<file path="src/etrb_pkg.sv">
// Shared types and constants for the event trace ring buffer.
// Used by the controller, the datapath and the top level; depends on nothing.
`default_nettype none

package etrb_pkg;

  // Number of trace entries in the ring (supported range 2 to 64).
  localparam int unsigned DEPTH = 64;
  localparam int unsigned IDX_W = (DEPTH > 1) ? $clog2(DEPTH) : 1;
  // Fill count and returned count fit 0..64.
  localparam int unsigned CNT_W = 7;

  localparam logic [CNT_W-1:0] DEPTH_CNT = CNT_W'(DEPTH);
  localparam logic [IDX_W-1:0] LAST_IDX  = IDX_W'(DEPTH - 1);

  // Request opcodes.
  localparam logic OP_RECORD = 1'b0;
  localparam logic OP_READ   = 1'b1;

  typedef struct packed {
    logic               op;
    logic [7:0]         event_kind;
    logic [15:0]        proc_id;
    logic signed [31:0] extra_word;
    logic [7:0]         read_limit;
  } in_req_t;

  typedef struct packed {
    logic               entry_valid;
    logic [31:0]        stamp_out;
    logic [7:0]         kind_out;
    logic [15:0]        pid_out;
    logic signed [31:0] extra_out;
    logic [CNT_W-1:0]   returned_count;
    logic               last;
  } out_rsp_t;

  typedef struct packed {
    logic [31:0]        stamp;
    logic [7:0]         kind;
    logic [15:0]        pid;
    logic signed [31:0] extra;
  } entry_t;

  // Commands from the controller to the datapath.
  typedef struct packed {
    logic rec_we;     // store the incoming event
    logic rd_start;   // latch count and start pointer of a read request
    logic rd_issue;   // read one entry from the ring
    logic out_load;   // move the fetched entry into the output register
    logic out_empty;  // load the result of an empty read
  } dp_cmd_t;

  // Status from the datapath to the controller.
  typedef struct packed {
    logic req_read;     // incoming request is a read
    logic n_zero;       // incoming read would return no entries
    logic remain_zero;  // no entries left to fetch
  } dp_status_t;

  typedef enum logic [2:0] {
    ST_IDLE  = 3'b001,
    ST_READ  = 3'b010,
    ST_EMPTY = 3'b100
  } state_e;

endpackage

`default_nettype wire

</file>
<file path="src/etrb_ctrl.sv">
// Controller state machine of the event trace ring buffer.
// Depends on etrb_pkg; drives the datapath through dp_cmd_t.
`default_nettype none

module etrb_ctrl import etrb_pkg::*; (
  input  wire logic       clk_i,
  input  wire logic       rst_ni,
  input  wire logic       in_valid_i,
  output logic            in_stall_o,
  output logic            out_valid_o,
  input  wire logic       out_stall_i,
  input  wire dp_status_t status_i,
  output dp_cmd_t         cmd_o
);

  state_e state_q, state_d;
  logic   rd_valid_q, rd_valid_d;
  logic   out_valid_q, out_valid_d;
  logic   advance;

  // The output register can take a new value when it is empty or drains now.
  assign advance = !out_valid_q || !out_stall_i;

  always_comb begin
    state_d    = state_q;
    cmd_o      = '0;
    in_stall_o = 1'b1;
    case (state_q)
      ST_IDLE: begin
        in_stall_o = 1'b0;
        if (in_valid_i) begin
          if (status_i.req_read) begin
            cmd_o.rd_start = 1'b1;
            state_d = status_i.n_zero ? ST_EMPTY : ST_READ;
          end else begin
            cmd_o.rec_we = 1'b1;
          end
        end
      end
      ST_READ: begin
        cmd_o.out_load = advance && rd_valid_q;
        cmd_o.rd_issue = !status_i.remain_zero && (!rd_valid_q || advance);
        if (status_i.remain_zero && !rd_valid_q) begin
          state_d = ST_IDLE;
        end
      end
      ST_EMPTY: begin
        if (advance) begin
          cmd_o.out_empty = 1'b1;
          state_d = ST_IDLE;
        end
      end
      default: begin
        state_d = ST_IDLE;
      end
    endcase
  end

  always_comb begin
    rd_valid_d = rd_valid_q;
    if (cmd_o.rd_issue) begin
      rd_valid_d = 1'b1;
    end else if (cmd_o.out_load) begin
      rd_valid_d = 1'b0;
    end

    out_valid_d = out_valid_q;
    if (cmd_o.out_load || cmd_o.out_empty) begin
      out_valid_d = 1'b1;
    end else if (out_valid_q && !out_stall_i) begin
      out_valid_d = 1'b0;
    end
  end

  always_ff @(posedge clk_i or negedge rst_ni) begin
    if (!rst_ni) begin
      state_q     <= ST_IDLE;
      rd_valid_q  <= 1'b0;
      out_valid_q <= 1'b0;
    end else begin
      state_q     <= state_d;
      rd_valid_q  <= rd_valid_d;
      out_valid_q <= out_valid_d;
    end
  end

  assign out_valid_o = out_valid_q;

endmodule

`default_nettype wire

</file>
<file path="config.mk">
export PLATFORM = sky130hd
export DESIGN_NAME = etrb_ctrl
export DESIGN_NICKNAME = d
export VERILOG_FILES = /design/src/etrb_pkg.sv /design/src/etrb_ctrl.sv
export SDC_FILE = /design/constraint.sdc
export NUM_CORES = 1
export LEC_CHECK = 0
export BUFFER_PORTS_ARGS = -buffer_cell sky130_fd_sc_hd__buf_2
export CAP_MARGIN = 20
export CORE_AREA = 2 2 39 41
export CTS_CLUSTER_DIAMETER = 50
export CTS_CLUSTER_SIZE = 10
export DETAILED_ROUTE_END_ITERATION = 6
export DIE_AREA = 0 0 41 43
export PLACE_DENSITY_LB_ADDON = 0.15
export SYNTH_ARGS = -nofsm -noshare
export SYNTH_HDL_FRONTEND = slang
export SYNTH_SLANG_ARGS = --single-unit
</file>
<file path="constraint.sdc">
create_clock -name clk_i -period 1.7 [get_ports clk_i]
set_input_delay 0.17 -clock clk_i [delete_from_list [all_inputs] [get_ports clk_i]]
set_output_delay 0.17 -clock clk_i [all_outputs]
set_load 0.02 [all_outputs]
</file>
# Word level (Yosys, flattened, before mapping)
# Cells that the tools add are included.
# totals
ff_bits	5
in_bits	7
# classes
n_mux	18
eq_ne	7
reduce_logical	14
# ops
cell	n
3-bit two-way mux	5
1-bit two-way mux	9
3-bit case mux with 3 select lines	1
2-bit inequality test, second input constant	4
2-bit two-way mux	3
1-bit logical AND	4
1-bit logical NOT	4
4-bit AND reduction	1
2-bit nonzero test	2
3-bit by 1-bit == test with 1-bit output, second input constant	1
3-bit by 2-bit == test with 1-bit output, second input constant	1
3-bit == test, second input constant	1
1-bit logical OR	3

# Depth between registers and ports, before layout
# Gate-level depths: netlist of the first run.
# logic_depth
ltp_word	7
mapped_depth	3
ltp_nobuf	3

# Least setup slack after synthesis of the first run
# OpenSTA, ideal clock, no wires.
# synth_timing
path_kind	register to output
from	reg state_q[2]
to	out cmd_o[2] (netlist bit)
required_time_ns	1.530
path_slack_ns	0.381
path_buffers	1
arrival_time_ns	1.149
path_stages_with_launch	4
path_cell_list	dfrtp_1 > or3b_4 > a211oi_2 > buf_4
# synth_lines
item	line	text
start, declared	etrb_ctrl.sv:16	state_e state_q, state_d;
start signal, assigned	etrb_ctrl.sv:81	state_q <= state_d;
end, declared	etrb_ctrl.sv:13	output dp_cmd_t cmd_o

==> flow_summary.ini, run 1 <==
[timing]
finalHoldViolations = 0
finalSetupTns_ns = 0
finalCritPeriodShare_pct = 95.77
report.final.slew_viol_count = 0
fin_crit_ns = 1.628
setup_viol = 0
fin_worst_skew_ns = 0.001238
max-slew-margin-rel_pct = 87.52
worstMarginPinSlew_ns = 0.1871
fmax_mhz = 614.2
rsz0062_at_grt = false

[drt]
vias = 304
drt-initial-drc-count = 2
first_pass_iters = 2
wl_um = 667
wl_met1_um = 341
highest_layer = met3
routedWlPerCell_um = 9.809
antenna_left = 0
remaining_drc_errors = 0
viasPerCell = 4.471
dr_wl_met2_um = 274
routed-wl-met3_um = 52

[floorplan]
design.die.area_sq_mm = 0.001763
core_sq_mm = 0.001384
rows = 14
io_pins = 14
start_util_pct = 22.60
die_x_um = 41
die_height_um = 43

[finish]
final_area_sq_um = 436.7
finalNetCount = 60
n_antenna_cell = 0
areaGrowthSynthToFinish_pct = 39.60
fillerInstances = 160
drive_above_1_share_pct = 42.31
stdcell_count = 68

[outcome]
status = completed

[grt]
grt_pass1_vias = 276
antenna_found_initial = 0
grt_pass1_wl_um = 1097
track_usage_pct = 9.557
grt_max_degree = 9
gr-total-overflow = 0

[synthesis]
synth_seq_cells = 5
netlist_instances = 34
yosysSeqAreaShare_pct = 40.40
synth_cell_types = 22
yosysTopAreaCell = dfrtp_1
synth.top_cell.area_share_pct = 32.00
synthesis.area_sq_um = 312.8
yosys-top-cells-area = dfrtp_1 32%, dfstp_2 8.4%, nor2b_1 6.0%, nand2_1 4.8%, a211oi_2 4.0%
yosys_warnings = 0
synth_nets = 41
avgSynthCellArea_sq_um = 9.200

[clocking]
cts_max_level = 1
numCtsBuffers = 3
clock_sinks = 5
cts_tree = built
clock_latency_ns = 0.24
root_buffer = clkbuf_4
max-clock-path-buffers = 2
clkTransAtPathRegs_ns = 0.04

[worst_setup_path]
cp_cell_sequence = or3b_4, a211oi_2, buf_4
endpoint = cmd_o[2]
reg2reg_slack_ns = 0.53
startpoint = state_q[2]$_DFFE_PN0P_
cp.required_ns = 1.53
path_max_fanout = 7
endpoint_kind = output port
critical-path-max-stage-delay_ns = 0.43
slowest_stage = dfrtp_1
crit_type = flip-flop to output port
reg2reg_depth = 3
cp-start-kind = flip-flop
crit_arrival_ns = 1.46
timing.rr.end = rd_valid_q$_DFFE_PN0P_
r2r_start = state_q[2]$_DFFE_PN0P_

[job]
cap_viol_max_count = 0

[placed_design]
placed_cell_area_sq_um = 390.4
dp_cells = 62
gp_congestion = 0.6325
io_buffer_count = 13
dpl.hpwl_um = 526

[power_and_ir_drop]
p_leak_nw = 0.2158
ir_drop_uv = 463.2
finalPower_mw = 0.3701
powerDensity_mw_per_mm2 = 847.5

[min_path]
hold_class = primary input to flip-flop
==> flip-flops by register name, indices dropped and copies added, names as in the netlist <==
| name | cells |
|---|---|
| out_valid_o | 1 |
| rd_valid_q | 1 |
| state_q | 3 |
==> stage by stage <==
| stage | util, % | hold WS (ns) | setup slack (ns) |
|---|---|---|---|
| 2_1_floorplan | - | -0.1256 | 0.3812 |
| 3_3_place_gp | 28.21 | -0.007603 | 0.3279 |
| 3_5_place_dp | 28.21 | -0.007618 | 0.3202 |
| 4_1_cts | 30.83 | 0.1139 | 0.05521 |
| 5_1_grt | 31.56 | 0.1116 | 0.004094 |
| 6_report | 31.56 | 0.1166 | 0.07198 |
==> worst min path at each step <==
stage | slack (ns) | end | cells after the start | start
2_1_floorplan | -0.13 | out_valid_o$_DFFE_PN0P_ | 0 | rst_ni
3_3_place_gp | -0.008 | state_q[2]$_DFFE_PN0P_ | 1 | rst_ni
3_5_place_dp | -0.008 | state_q[2]$_DFFE_PN0P_ | 1 | rst_ni
4_1_cts | 0.11 | state_q[1]$_DFFE_PN0P_ | 2 | status_i[1]
5_1_grt | 0.11 | state_q[1]$_DFFE_PN0P_ | 2 | status_i[1]
6_report | 0.12 | state_q[1]$_DFFE_PN0P_ | 2 | status_i[1]
==> repair_timing <==
item,CTS,global route
endpoints found under the setup margin,0,1
hold buffers,1,0
buffers inserted,0,1
resized for setup,0,1
hold endpoints to repair,5,0
==> area by class of cell <==
cell class              instances  area, sq um  share of cell area (%)
well taps                      16        20.02                   4.585
clock buffers                   4        26.28                   6.017
multi-input cells              27        175.2                   40.11
flip-flops and latches          5        126.4                   28.94
inverters                       1        3.754                  0.8596
repair buffers                 15        85.08                   19.48
==> cells in the final DEF, fill, tap and decap left out, types with 2 or more instances in the layout <==
master,Yosys,layout
buf_2,0,12
nand2_1,4,4
dfrtp_1,4,4
nor2b_1,3,3
clkbuf_4,0,3
nor2_1,2,2
a21oi_1,2,2
o21ai_1,2,2
nand2b_1,2,2
buf_4,1,2
==> layer usage <==
layer / GRT usage [%] / vias to the layer above
met1: 12.30 / 133
met5: 0 / -
li1: - / 157
met2: 12.19 / 14
met4: 4.000 / 0
met3: 6.283 / 0
==> report_power, final <==
| group | switching (mW) | internal, mW | total (mW) |
|---|---|---|---|
| Sequential | 0.0190 | 0.135 | 0.154 |
| Combinational | 0.0397 | 0.0384 | 0.0781 |
| Clock | 0.0488 | 0.0887 | 0.138 |
| Total | 0.108 | 0.263 | 0.370 |
==> Yosys cell counts (all sizes together) <==
cell type and count:
a211oi 1, and2 1, nand3b 1, buf 1
o21ai 4, or3b 2, and2b 1, nand2 4
nor2b 3, nand4 1, dfstp 1, o21a 1
nor2 2, a21oi 2, a22oi 1, nand2b 2
dfrtp 4, and4bb 1, inv 1
==> cell families (layout without fill, tap and decap cells) <==
| family | Yosys count | count (layout) | synth area share, % |
|---|---|---|---|
| simple gates | 18 | 18 | 36.40 |
| flops | 5 | 5 | 40.40 |
| buf+inv | 2 | 20 | 3.600 |
| compound gates | 9 | 9 | 19.60 |
==> worst max-delay path, delay by kind of cell (launching register included) <==
family	cells	cell delay, ns
DFF	1	0.43
and+or+nand+nor	1	0.42
AOI/OAI and AO/OA	1	0.20
buffers and inverters	1	0.17
Note: power is estimated with default switching activity, not from simulation.
==> inputs of run 2 (changes only) <==
--- a/config.mk
+++ b/config.mk
@@ -5,7 +5,7 @@
 export SDC_FILE = /design/constraint.sdc
 export NUM_CORES = 1
 export LEC_CHECK = 0
-export BUFFER_PORTS_ARGS = -buffer_cell sky130_fd_sc_hd__buf_2
+export BUFFER_PORTS_ARGS = -buffer_cell sky130_fd_sc_hd__clkbuf_2
 export CAP_MARGIN = 20
 export CORE_AREA = 2 2 39 41
 export CTS_CLUSTER_DIAMETER = 50
==> run 2 against run 1 <==
Compared with the run above:
- register-to-register slack is essentially flat
- wire length rose by 2.4%
- via count is 1.3% lower
- hold slack gained 0.0066 ns
- global-route usage grew 0.50 points
- critical path type unchanged
- critical endpoint unchanged
==> flow_summary.ini, run 2 (synthesized netlist as in run 1, its figures left out) <==
[finish]
stdcell_count = 67
final_cell_mix = 12 x clkbuf_2, 4 x nand2_1, 3 x nor2b_1, 3 x clkbuf_4, 3 x dfrtp_1
finalNetCount = 59
largest_register_ffs = 3
regMostFlops = state_q
drive_above_1_share_pct = 43.14
areaGrowthSynthToFinish_pct = 37.60
layout_commonest_cell = clkbuf_2
n_antenna_cell = 0

[floorplan]
rows = 14
io_pins = 14
die_x_um = 41
core_sq_mm = 0.001384
start_util_pct = 22.60
design.die.area_sq_mm = 0.001763
die_height_um = 43

[worst_setup_path]
path_max_fanout = 7
reg2reg_slack_ns = 0.54
endpoint = cmd_o[2]
crit_type = flip-flop to output port
r2r_start = state_q[2]$_DFFE_PN0P_
cp-start-kind = flip-flop
reg2reg_depth = 3
endpoint_kind = output port
startpoint = state_q[2]$_DFFE_PN0P_
crit_arrival_ns = 1.40
cp.required_ns = 1.53
timing.rr.end = rd_valid_q$_DFFE_PN0P_

[timing]
fmax_mhz = 637.6
report.final.slew_viol_count = 0
rsz0062_at_grt = false
finalHoldViolations = 0
setup_viol = 0
worstMarginPinSlew_ns = 0.1904
max-slew-margin-rel_pct = 87.31
finalCritPeriodShare_pct = 92.26
fin_worst_skew_ns = 0.002480
hold_ws_ns = 0.1232
finalSetupTns_ns = 0
fin_crit_ns = 1.568

[grt]
track_usage_pct = 10.06
grt_max_degree = 9
gr-total-overflow = 0
antenna_found_initial = 0
grt_use_met2_pct = 13.75
grt_pass1_vias = 279
grt-busiest-layer = met2
met1_usage_pct = 11.33
met3_usage_pct = 7.853
grt_pass1_wl_um = 1110

[clocking]
cts_tree = built
clkTransAtPathRegs_ns = 0.04
postCtsSetupBuffers = 0
root_buffer = clkbuf_4
numCtsBuffers = 3
clock_latency_ns = 0.24
clock_sinks = 5
max-clock-path-buffers = 2
cts_max_level = 1

[power_and_ir_drop]
powerDensity_mw_per_mm2 = 850.9
ir_drop_uv = 488.8
p_leak_nw = 0.2068

[drt]
remaining_drc_errors = 0
first_pass_iters = 2
wl_um = 683
vias = 300
antenna_left = 0
drt-initial-drc-count = 4
routedWlPerCell_um = 10.19
viasPerCell = 4.478

[job]
cap_viol_max_count = 0

[min_path]
hold_class = primary input to flip-flop
hp-start = status_i[1]

[placed_design]
dpl.hpwl_um = 541.4
dp_cells = 62
gp_congestion = 0.6150
io_buffer_count = 13

[outcome]
status = completed
==> run 2: changes by cell type in the layout (fill, tap and decap cells not counted), sizes merged <==
cell | before | now
buf | 14 | 1
clkbuf | 4 | 16
==> run 2: repair_timing <==
item                                    in CTS  in global routing
endpoints found under the setup margin       0                  1
endpoints found under the hold margin        5                  0
hold buffers                                 1                  0
gates resized for setup                      0                  3
==> run 2: worst min-delay path by stage <==
stage / endpoint / slack [ns] / depth (start not counted)
final: state_q[1]$_DFFE_PN0P_ / 0.12 / 2
after detailed placement: state_q[1]$_DFFE_PN0P_ / -0.004 / 1
after global placement: state_q[2]$_DFFE_PN0P_ / -0.004 / 1
after global routing: state_q[1]$_DFFE_PN0P_ / 0.11 / 2
after CTS: state_q[1]$_DFFE_PN0P_ / 0.12 / 2
after floorplan: out_valid_o$_DFFE_PN0P_ / -0.13 / 0
==> run 2: layout make-up <==
cell class	instances	area [sq um]
Timing Repair Buffer	14	77.57
Tap cell	16	20.02
Clock buffer	4	26.28
Fill cell	156	953.4
Inverter	1	3.754
Multi-Input combinational cell	27	175.2
Sequential cell	5	127.6
==> run 2: power by group <==
group,switching [mW],internal [mW],leakage (nW)
sequential,0.0194,0.136,0.0622
clock,0.0465,0.0886,0.0150
combinational,0.0394,0.0366,0.130
==> run 2: worst max-delay path: stages (launching register included) <==
cell and delay [ns]:
dfrtp_2 0.43, or3b_4 0.41, a211oi_2 0.15, buf_4 0.17
==> run 2: through the flow <==
| stage | cell area [sq um] | total power [mW] | util [%] | worst slack (ns) |
|---|---|---|---|---|
| CTS | 426.7 | 0.3766 | 30.83 | 0.03060 |
| global route | 430.4 | 0.4024 | 31.10 | 0.01311 |
| global placement | 390.4 | 0.2346 | 28.21 | 0.3155 |
| floorplan | 312.8 | 0.2031 | - | 0.3812 |
| detailed placement | 390.4 | 0.2324 | 28.21 | 0.2991 |
| finish | 430.4 | 0.3662 | 31.10 | 0.1315 |
==> run 2: per-layer routing <==
layer	share of wire [%]	routed length, um
met5	0	0
met4	0	0
met3	7.6	52
met2	44	300
met1	48	330
==> inputs of run 3 (changes only) <==
--- a/config.mk
+++ b/config.mk
@@ -8,6 +8,7 @@
 export BUFFER_PORTS_ARGS = -buffer_cell sky130_fd_sc_hd__clkbuf_2
 export CAP_MARGIN = 20
 export CORE_AREA = 2 2 39 41
+export CTS_BUF_LIST = sky130_fd_sc_hd__clkbuf_16
 export CTS_CLUSTER_DIAMETER = 50
 export CTS_CLUSTER_SIZE = 10
 export DETAILED_ROUTE_END_ITERATION = 6
==> run 3 against run 2 <==
Compared with the run above:
- total power rose by 68%
- fmax is 2.9% lower
- clock power rose to 2.9 times the previous value
- clock skew increased by 0.0013 ns
- critical endpoint unchanged
- setup slack worse by 0.047 ns
- sequential power is essentially flat
- combinational power hardly changed
- cell count unchanged
==> flow_summary.ini, run 3 (synthesized netlist as in run 1, its figures left out) <==
[worst_setup_path]
startpoint = state_q[2]$_DFFE_PN0P_
r2r_start = state_q[2]$_DFFE_PN0P_
cp.required_ns = 1.53
cp-start-kind = flip-flop
endpoint_kind = output port
reg2reg_slack_ns = 0.53
crit_type = flip-flop to output port
path_max_fanout = 7
reg2reg_depth = 3
endpoint = cmd_o[2]
crit_arrival_ns = 1.45
timing.rr.end = rd_valid_q$_DFFE_PN0P_

[clocking]
root_buffer = clkbuf_16
clock_latency_ns = 0.23
clock_sinks = 5
cts_max_level = 1
cts_tree = built
max-clock-path-buffers = 2
numCtsBuffers = 3
clkTransAtPathRegs_ns = 0.03

[job]
cap_viol_max_count = 0

[drt]
drt-initial-drc-count = 0
first_pass_iters = 1
vias = 302
antenna_left = 0
wl_um = 725
remaining_drc_errors = 0
routedWlPerCell_um = 10.82
viasPerCell = 4.507

[floorplan]
die_x_um = 41
start_util_pct = 22.60
design.die.area_sq_mm = 0.001763
io_pins = 14
rows = 14
core_sq_mm = 0.001384
die_height_um = 43

[timing]
finalCritPeriodShare_pct = 95.06
setup_viol = 0
report.final.slew_viol_count = 0
rsz0062_at_grt = false
fin_crit_ns = 1.616
fin_ws_ns = 0.08403
finalHoldViolations = 0
fmax_mhz = 618.8
finalSetupTns_ns = 0
worstMarginPinSlew_ns = 0.1896
max-slew-margin-rel_pct = 87.36
hold_ws_ns = 0.1348
fin_worst_skew_ns = 0.003783

[finish]
finalNetCount = 59
areaGrowthSynthToFinish_pct = 54.00
fillerInstances = 152
layout_commonest_cell = clkbuf_2
drive_above_1_share_pct = 41.18
n_antenna_cell = 0
largest_register_ffs = 3
final_cell_mix = 12 x clkbuf_2, 4 x nand2_1, 4 x dfrtp_1, 3 x nor2b_1, 3 x clkbuf_16
regArea_sq_um = 126.4
final_area_sq_um = 481.7
stdcell_count = 67
multiInputGateArea_sq_um = 175.2
final_core_util_pct = 34.81
regMostFlops = state_q

[placed_design]
dp_cells = 62
dpl.hpwl_um = 541.4
io_buffer_count = 13
gp_congestion = 0.6150
placed_cell_area_sq_um = 390.4
pre_cts_ws_ns = 0.2991

[power_and_ir_drop]
switching_share_pct = 22.64
p_switching_mw = 0.1397
p_int_mw = 0.4773
powerDensity_mw_per_mm2 = 1281
p_leak_nw = 0.2350
pwr-share-comb_pct = 12.4
clockPowerShare_pct = 62.5
ir_drop_uv = 859.6
finalPower_mw = 0.6169
p_seq_share_pct = 25.2

[outcome]
status = completed

[grt]
gr-total-overflow = 0
track_usage_pct = 10.98
grt_pass1_wl_um = 1166
antenna_found_initial = 0
grt_pass1_vias = 288
grt_max_degree = 9

[min_path]
hold_class = primary input to flip-flop
[run 3: cell types whose count changed in the layout (fill, tap and decap cells not counted), sizes merged]
| cell | previous run | this run |
|---|---|---|
| clkbuf | 16 | 15 |
| inv | 1 | 2 |
[run 3: timing repair]
| action | in CTS | in global routing |
|---|---|---|
| gates resized for setup | 0 | 2 |
| setup endpoints to repair | 0 | 1 |
| setup buffers | 0 | 0 |
| hold endpoints to repair | 5 | 0 |
| hold buffers | 1 | 0 |
[run 3: worst max-delay path, cell delays in order (launching register included)]
cell and delay [ns]:
dfrtp_1 0.43, or3b_4 0.42, a211oi_2 0.20, buf_4 0.17
[run 3: area by class of cell]
cell class                 count  area share (%)
inverter                       1          0.7792
sequential                     5           26.23
timing repair buffer          14           16.10
clock buffer                   3           15.58
clock inverter                 1          0.7792
tap                           16           4.156
multi-input combinational     27           36.36
[run 3: how the worst min path moves through the flow]
stage / start / end / slack, ns / cells after the start
final: status_i[1] / state_q[1]$_DFFE_PN0P_ / 0.13 / 2
after CTS: status_i[1] / state_q[1]$_DFFE_PN0P_ / 0.14 / 2
after detailed placement: rst_ni / state_q[1]$_DFFE_PN0P_ / -0.004 / 1
after global placement: rst_ni / state_q[2]$_DFFE_PN0P_ / -0.004 / 1
after floorplan: rst_ni / out_valid_o$_DFFE_PN0P_ / -0.13 / 0
after global routing: status_i[1] / state_q[1]$_DFFE_PN0P_ / 0.14 / 2
[run 3: per-layer routing]
layer  up-vias  part of all wire [%]  global-route usage [%]
li1        154                     -                       -
met1       131                    45                   11.04
met2        15                    44                   15.00
met3         2                   8.8                   7.853
met4         0                   1.8                   8.000
met5         -                     0                       0
[run 3: power groups by stage]
stage | clock network [mW] | registers (mW) | logic [mW]
global placement | 0 | 0.158 | 0.0766
global route | 0.402 | 0.159 | 0.0858
finish | 0.385 | 0.155 | 0.0763
floorplan | 0 | 0.153 | 0.0502
CTS | 0.392 | 0.156 | 0.0777
detailed placement | 0 | 0.157 | 0.0752
